### config.mk
export PLATFORM = sky130hd
export DESIGN_NAME = priority_queue_severity_arrival
export DESIGN_NICKNAME = d
export VERILOG_FILES = /design/src/hdl/pqsa_pkg.sv /design/src/hdl/pqsa_cell.sv /design/src/hdl/priority_queue_severity_arrival.sv
export VERILOG_INCLUDE_DIRS = /design/src /design/src/hdl
export SDC_FILE = /design/constraint.sdc
export NUM_CORES = 2
export LEC_CHECK = 0
export BUFFER_PORTS_ARGS = -buffer_cell sky130_fd_sc_hd__buf_2
export CORE_MARGIN = 2
export CORE_UTILIZATION = 35
export DETAILED_ROUTE_END_ITERATION = 6
export GPL_TIMING_DRIVEN = 1
export PLACE_DENSITY = 0.57
export SYNTH_ARGS = -nofsm -noshare
export SYNTH_HDL_FRONTEND = slang
export SYNTH_HIERARCHICAL = 1
export SYNTH_SLANG_ARGS = --single-unit
export TNS_END_PERCENT = 30
### constraint.sdc
create_clock -name clk_i -period 10.1 [get_ports clk_i]
set_input_delay 2.02 -clock clk_i [delete_from_list [all_inputs] [get_ports clk_i]]
set_output_delay 2.02 -clock clk_i [all_outputs]
set_load 0.01 [all_outputs]
### src/hdl/priority_queue_severity_arrival_assert.svh
// Assertion macros used by the priority queue top module.
`ifndef PRIORITY_QUEUE_SEVERITY_ARRIVAL_ASSERT_SVH
`define PRIORITY_QUEUE_SEVERITY_ARRIVAL_ASSERT_SVH

// Checks a consequent in the same cycle as its antecedent.
`define PQSA_ASSERT_NOW(label, ante, cons, msg) \
  label: assert property (@(posedge clk_i) disable iff (!rst_ni) (ante) |-> (cons)) \
    else $error(msg);

// Checks a consequent in the cycle after its antecedent.
`define PQSA_ASSERT_NEXT(label, ante, cons, msg) \
  label: assert property (@(posedge clk_i) disable iff (!rst_ni) (ante) |=> (cons)) \
    else $error(msg);

`endif

### src/hdl/pqsa_pkg.sv
// Types and constants of the severity and arrival priority queue.
package pqsa_pkg;

  localparam int unsigned Capacity     = 16;
  localparam int unsigned SeverityBits = 8;
  localparam int unsigned ArrivalBits  = 11;
  localparam int unsigned TagBits      = 16;
  localparam int unsigned CntBits      = $clog2(Capacity + 1);

  typedef enum logic [0:0] {
    OpInsert = 1'b0,
    OpPop    = 1'b1
  } op_e;

  typedef enum logic [1:0] {
    StInserted = 2'd0,
    StPopped   = 2'd1,
    StEmpty    = 2'd2,
    StFull     = 2'd3
  } status_e;

  typedef struct packed {
    op_e                     op;
    logic [SeverityBits-1:0] severity;
    logic [ArrivalBits-1:0]  arrival_minutes;
    logic [TagBits-1:0]      tag;
  } in_word_t;

  typedef struct packed {
    status_e                 status;
    logic [SeverityBits-1:0] out_severity;
    logic [ArrivalBits-1:0]  out_arrival;
    logic [TagBits-1:0]      out_tag;
    logic [CntBits-1:0]      occupancy;
  } out_word_t;

  typedef struct packed {
    logic [SeverityBits-1:0] sev;
    logic [ArrivalBits-1:0]  arr;
    logic [TagBits-1:0]      tag;
  } entry_t;

  typedef struct packed {
    logic ins;
    logic pop;
  } cell_ctl_t;

  // True when entry a must leave the queue strictly before entry b.
  function automatic logic more_urgent(entry_t a, entry_t b);
    logic res;
    if (a.sev != b.sev) begin
      res = (a.sev > b.sev);
    end else begin
      res = (a.arr < b.arr);
    end
    return res;
  endfunction

endpackage

### src/hdl/pqsa_cell.sv
// One slot of the sorted entry chain, shifting toward the head on pop.
module pqsa_cell (
  input  logic              clk_i,
  input  pqsa_pkg::cell_ctl_t ctl_i,
  input  logic              occupied_i,
  input  logic              beats_left_i,
  input  pqsa_pkg::entry_t  new_i,
  input  pqsa_pkg::entry_t  left_i,
  input  pqsa_pkg::entry_t  right_i,
  output pqsa_pkg::entry_t  entry_o,
  output logic              beats_o
);
  import pqsa_pkg::*;

  entry_t entry_q;
  entry_t entry_d;

  // A new entry displaces this slot when the slot is free or strictly less urgent,
  // so equal keys keep their insertion order.
  assign beats_o = !occupied_i || more_urgent(new_i, entry_q);
  assign entry_o = entry_q;

  always_comb begin
    entry_d = entry_q;
    if (ctl_i.pop) begin
      entry_d = right_i;
    end else if (ctl_i.ins) begin
      if (beats_left_i) begin
        entry_d = left_i;
      end else if (beats_o) begin
        entry_d = new_i;
      end
    end
  end

  always_ff @(posedge clk_i) begin
    entry_q <= entry_d;
  end

endmodule

### src/hdl/priority_queue_severity_arrival.sv
// Bounded priority queue built as a sorted chain of entry cells.
//
// Input channel in_valid_i/in_ready_o carries one word per item: an insert
// of (severity, arrival_minutes, tag) or a pop of the most urgent entry.
// Output channel out_valid_o/out_ready_i returns exactly one word per item
// with a status, the popped entry (zeros unless popped) and the occupancy.
// The cells stay sorted, highest severity then earliest arrival at the head;
// an insert is placed behind all entries of equal key.
// An accepted word waits in the command register until the output register is
// free; then every cell updates at once and the result is loaded into the
// output register. A new word is taken only once the held word has been
// applied, so the single command register limits the flow of items.
// While a result waits for out_ready_i, the next word may still be taken
// into the command register; it is applied only once the output is free.
// Reset empties the queue; the cell contents are not cleared.
module priority_queue_severity_arrival (
  input  logic                clk_i,
  input  logic                rst_ni,
  input  logic                in_valid_i,
  output logic                in_ready_o,
  input  pqsa_pkg::in_word_t  in_word_i,
  output logic                out_valid_o,
  input  logic                out_ready_i,
  output pqsa_pkg::out_word_t out_word_o
);
  import pqsa_pkg::*;

  `include "priority_queue_severity_arrival_assert.svh"

  logic               busy_q, busy_d;
  in_word_t           cmd_q;
  logic [CntBits-1:0] count_q, count_d;
  logic               out_valid_q, out_valid_d;
  out_word_t          out_q, out_d;
  logic               fire;
  cell_ctl_t          ctl;
  entry_t             new_entry;
  entry_t             out_entry;
  entry_t             cell_entry [Capacity];
  logic               cell_beats [Capacity];

  assign in_ready_o  = !busy_q;
  assign out_valid_o = out_valid_q;
  assign out_word_o  = out_q;

  assign fire = busy_q && (!out_valid_q || out_ready_i);

  assign new_entry.sev = cmd_q.severity;
  assign new_entry.arr = cmd_q.arrival_minutes;
  assign new_entry.tag = cmd_q.tag;

  assign out_entry.sev = out_q.out_severity;
  assign out_entry.arr = out_q.out_arrival;
  assign out_entry.tag = out_q.out_tag;

  always_comb begin
    ctl.ins = fire && (cmd_q.op == OpInsert) && (count_q < CntBits'(Capacity));
    ctl.pop = fire && (cmd_q.op == OpPop) && (count_q != '0);
  end

  for (genvar i = 0; i < Capacity; i++) begin : g_cell
    pqsa_cell u_cell (
      .clk_i       (clk_i),
      .ctl_i       (ctl),
      .occupied_i  (count_q > CntBits'(i)),
      .beats_left_i((i == 0) ? 1'b0 : cell_beats[(i == 0) ? 0 : i - 1]),
      .new_i       (new_entry),
      .left_i      (cell_entry[(i == 0) ? 0 : i - 1]),
      .right_i     (cell_entry[(i == Capacity - 1) ? i : i + 1]),
      .entry_o     (cell_entry[i]),
      .beats_o     (cell_beats[i])
    );
  end

  always_comb begin
    busy_d      = busy_q;
    count_d     = count_q;
    out_valid_d = out_valid_q;
    out_d       = out_q;
    if (out_valid_q && out_ready_i) begin
      out_valid_d = 1'b0;
    end
    if (in_valid_i && in_ready_o) begin
      busy_d = 1'b1;
    end
    if (fire) begin
      busy_d       = 1'b0;
      out_valid_d  = 1'b1;
      out_d        = '0;
      if (ctl.ins) begin
        count_d = count_q + CntBits'(1);
        out_d.status = StInserted;
      end else if (ctl.pop) begin
        count_d = count_q - CntBits'(1);
        out_d.status       = StPopped;
        out_d.out_severity = cell_entry[0].sev;
        out_d.out_arrival  = cell_entry[0].arr;
        out_d.out_tag      = cell_entry[0].tag;
      end else if (cmd_q.op == OpPop) begin
        out_d.status = StEmpty;
      end else begin
        out_d.status = StFull;
      end
      out_d.occupancy = count_d;
    end
  end

  always_ff @(posedge clk_i or negedge rst_ni) begin
    if (!rst_ni) begin
      busy_q      <= 1'b0;
      count_q     <= '0;
      out_valid_q <= 1'b0;
    end else begin
      busy_q      <= busy_d;
      count_q     <= count_d;
      out_valid_q <= out_valid_d;
    end
  end

  always_ff @(posedge clk_i) begin
    if (in_valid_i && in_ready_o) begin
      cmd_q <= in_word_i;
    end
    out_q <= out_d;
  end

  `PQSA_ASSERT_NOW(a_count_bound, 1'b1, count_q <= CntBits'(Capacity),
    "Entry count exceeds the capacity.")
  `PQSA_ASSERT_NEXT(a_insert_count, ctl.ins, count_q == $past(count_q) + CntBits'(1),
    "Accepted insert did not grow the entry count by one.")
  `PQSA_ASSERT_NEXT(a_pop_order, ctl.pop,
    (count_q == '0) || !more_urgent(cell_entry[0], out_entry),
    "Popped word was less urgent than the new head of the queue.")

endmodule

; ---- After elaboration in Yosys (flattened, before gate mapping)
; Index checks and enable logic that the tools add are counted.
[op_classes]
n_addsub = 2
magnitude_cmp = 49
n_eq_ne = 16
n_mux = 85
bitwise_logic = 2
n_reduce_logical = 80
[op_table]
columns = op, n
row1 = two-way mux 35 bit, 61
row2 = < comparator 11 bit, 16
row3 = > comparator 8 bit, 16
row4 = inequality test 8 bit, 16
row5 = nonzero test 3 bit, 14
row6 = > comparator 5 x 4 -> 1 bit (second input constant), 8
row7 = AND reduction 2 bit, 15
row8 = two-way mux 1 bit, 22
row9 = > comparator 5 x 3 -> 1 bit (second input constant), 4
row10 = zero test 1 bit, 18
row11 = logical OR 1 bit, 17
row12 = > comparator 5 x 1 -> 1 bit (second input constant), 2
row13 = > comparator 5 x 2 -> 1 bit (second input constant), 2
row14 = two-way mux 5 bit, 2
row15 = nonzero test 2 bit, 5
row16 = logical AND 1 bit, 7
row17 = adder 5 x 1 -> 5 bit (second input constant), 1
row18 = < comparator 5 bit (second input constant), 1
row19 = nonzero test 5 bit, 1
row20 = subtractor 5 x 1 -> 5 bit (second input constant), 1
row21 = OR reduction 2 bit, 2
row22 = AND reduction 3 bit, 1
row23 = inverter 1 bit, 2
[totals]
register_bits = 645
inputBits = 40
out_inout_bits = 44
elab_cells = 295

; ---- Longest topological paths before layout
[depth]
word_depth = 7
ltp_mapped = 11

; ---- Cells and area by module
; The synthesis kept the hierarchy.
[by_module_without_submodules]
columns = mod, n_inst, cells_each, area_each_um2, seq_area_each_um2
row1 = pqsa_cell at g_cell[0].u_cell ..., 14, 218, 2227.1, 1051.0
row2 = pqsa_cell at g_cell[8].u_cell ..., 2, 218, 2260.9, 1051.0
row3 = priority_queue_severity_arrival, 1, 202, 3260.6, 2517.4

; ---- Worst setup path before layout
; Ideal clock, no wire load.
[synth_path]
path_kind = input -> register
start = input out_ready_i
end = register g_cell[0].u_cell.entry_q, in the netlist g_cell[0].u_cell/entry_o[0] (enable)
setup_time_ns = 0.447
t_arrival_ns = 5.189
slack_ns = 4.464
path_stages = 7
cell_sequence = nand2b_1 -> and4_4 -> buf_6 -> clkbuf_1 -> clkbuf_1 -> nor2_1 -> a41oi_1
[synth_rtl]
columns = item, line
row1 = from (decl), priority_queue_severity_arrival.sv:23  ; input logic out_ready_i,
row2 = to (signal assigned), pqsa_cell.sv:37  ; entry_q <= entry_d;
row3 = to (decl), pqsa_cell.sv:15  ; entry_t entry_q;

; ---- Worst setup path after layout
[layout_path]
start = input out_ready_i
end = register g_cell[7].u_cell.entry_q, in the netlist g_cell[7].u_cell/entry_o[10] (enable)
[layout_via]
elab_chain_len = 6
[layout_lines]
columns = item, line
row1 = logical OR 1 bit (*), priority_queue_severity_arrival.sv:46  ; assign fire = busy_q && (!out_valid_q || out_ready_i);
row2 = logical AND 1 bit (*), priority_queue_severity_arrival.sv:46
row3 = logical AND 1 bit (on tied branches) (2 in a row), "priority_queue_severity_arrival.sv:58, priority_queue_severity_arrival.sv:57"
row4 = nonzero test 3 bit (no line) or nonzero test 2 bit (tied branches), --
row5 = AND reduction 2 bit (no line) (*), --
row6 = to (signal assigned), pqsa_cell.sv:37
row7 = to (decl), pqsa_cell.sv:15
; Mark *: on every way between the ends. The rest lies on a longest branch, timed or not.
; A chain may end at the register's enable or synchronous reset.

==> run_results.csv <==
group,metric,value,unit
finish,area_growth,11.6,%
finish,diodes,0,
yosys,synth_area,0.0390,mm²
power,clockPowerShare,19.5,%
critical_path,cp-start-kind,"input port",
clocking,cts_made_buffers,75,
floorplan,die_y,338,µm
global_routing,grt_overflow,0,
finish,final_cell_mix,"edfxtp_1, nand2_1, o21ai_0",
critical_path,required,10.39,ns
detailed_routing,wl_per_cell,17.8,µm
finish,finalNetCount,4040,
sta,fin_worst_skew,0.0234,ns
placement,hpwl,65300,µm
floorplan,initial_core_util,35.3,%
finish,fillCellCount,11000,
floorplan,core,0.111,mm²
placement,dp.cells,5118,
floorplan,ios,84,
detailed_routing,routed_via_density,5.21,
placement,place_congestion,0.770,
sta,finalCriticalPeriod,4.74,ns
placement,dp_slack,4.74,ns
power,irDropWorstVdd,159,µV
sta,fin_tns_setup,0,ns
clocking,cts_resized,0,
min_path,hold_class,"flip-flop to flip-flop",
finish,drive_gt1_share,7.79,%
clocking,clock_latency,0.62,ns
sta,setup_ws,5.36,ns
finish,ff_latch_area,0.0193,mm²
run,drv_cap,0,
global_routing,grt_pass1_wl,150000,µm
clocking,post_cts_buffers,0,
power,p_int,8050,µW
detailed_routing,drtPass1Iterations,5,
sta,finalSetupViolations,0,
critical_path,path_max_fanout,177,
floorplan,core.rowCount,122,
global_routing,grt_max_degree,278,
sta,rsz0062_at_grt,"no",
detailed_routing,drt_iter0_markers,1706,
power,powerDensity,302,mW/mm²
critical_path,critPathArrivalTime,5.03,ns
floorplan,die_area,0.114,mm²
clocking,clock_path_buffers,3,
yosys,synth_nets,4022,
sta,worstMarginPinSlew,1.16,ns
detailed_routing,final_antenna_net_count,0,
placement,io_buffer_count,83,
power,seqPwrFrac,39.1,%
yosys,yosysWarnings,6,
global_routing,antenna_found_initial,2,
clocking,cts-root-buf,"clkbuf_16",
critical_path,cp-end-kind,"flip-flop",
finish,fin_area,0.0435,mm²
sta,drv_slew,0,
detailed_routing,wl,93700,µm
global_routing,grt_pass1_vias,28200,
clocking,hold_buffers,0,
clocking,cts_tree,"built",
detailed_routing,vias,27300,
power,power.leakage,0.0168,µW
power,power.switching,5080,µW
sta,period_share,46.9,%
finish,final_cells,5248,
yosys,synthCells,3689,
clocking,cts_htree_levels,3,
finish,final_common_cell,"edfxtp_1",
placement,dpl-instance-area,0.0412,mm²
power,combPwrFrac,41.4,%
clocking,numClockSinks,645,
yosys,synth_area_per_cell,10.6,µm²
power,swShare,38.7,%
floorplan,dieWidth,338,µm
detailed_routing,drc,0,
sta,final_hold_viol_count,0,
global_routing,track_usage,16.2,%
clocking,cts.clk_slew.worst_paths,0.06,ns
critical_path,worstSetupPathType,"input port to flip-flop",
sta,fmax,211,MHz
status,status,"finished clean",
finish,multi_input_area,0.0180,mm²
sta,slew-limit-headroom,22.0,%
registers in the layout (all words and copies together) (netlist names):
name and flops:
cmd_q 36, g_cell.u_cell/entry_o 560, out_valid_o 1, count_q 5
busy_q 1, out_word_o 42
per-stage QoR:
| stage | hold slack, ns | total power, µW | util [%] |
|---|---|---|---|
| after floorplan | 0.525 | 9130 | - |
| after global placement | 0.538 | 10500 | 37.3 |
| after detailed placement | 0.545 | 10700 | 37.3 |
| after CTS | 0.562 | 13300 | 39.3 |
| after global routing | 0.587 | 14100 | 39.3 |
| final | 0.558 | 13100 | 39.3 |
path summary, 6_finish.rpt:
| kind | start | endpoint | slack, ns | cells after the start |
|---|---|---|---|---|
| min in group asynchronous | rst_ni | count_q[0] | 1.23 | 1 |
| min reg2reg | g_cell[15].u_cell/entry_o[2] | g_cell[15].u_cell/entry_o[2] | 0.56 | 2 |
| max in group asynchronous | rst_ni | count_q[1] | 8.69 | 1 |
| max | out_ready_i | g_cell[7].u_cell/entry_o[10] | 5.36 | 7 |
| max reg2reg | cmd_q[34] | g_cell[7].u_cell/entry_o[10] | 5.56 | 11 |
| min | g_cell[15].u_cell/entry_o[2] | g_cell[15].u_cell/entry_o[2] | 0.56 | 2 |
power by group through the flow:
stage               logic, µW  registers, µW  clock network, µW
CTS                      5470           5170               2630
detailed placement       5470           5200                  0
floorplan                4090           5030                  0
global placement         5300           5210                  0
global route             6110           5260               2720
finish                   5430           5140               2560
critical path, stage by stage:
cell and delay, ns:
buf_2 0.07, nand2b_1 0.17, and4_4 0.89, buf_12 0.58
nor2_1 0.17, a41oi_4 0.55, buf_4 0.42
per-layer routing:
metal	track usage, %	part of all wire [%]
met5	0	0
met4	4.17	1.8
met3	1.84	2.7
met2	29.6	51
met1	20.1	44
final cells by class:
type	count	area share [%]
flip-flops and latches	645	44.5
inverters	294	2.54
clock inverters	37	0.579
multi-input cells	2549	41.5
repair buffers	142	2.09
clock buffers	93	4.52
well taps	1488	4.28
Note: power is estimated with default switching activity, not from simulation.
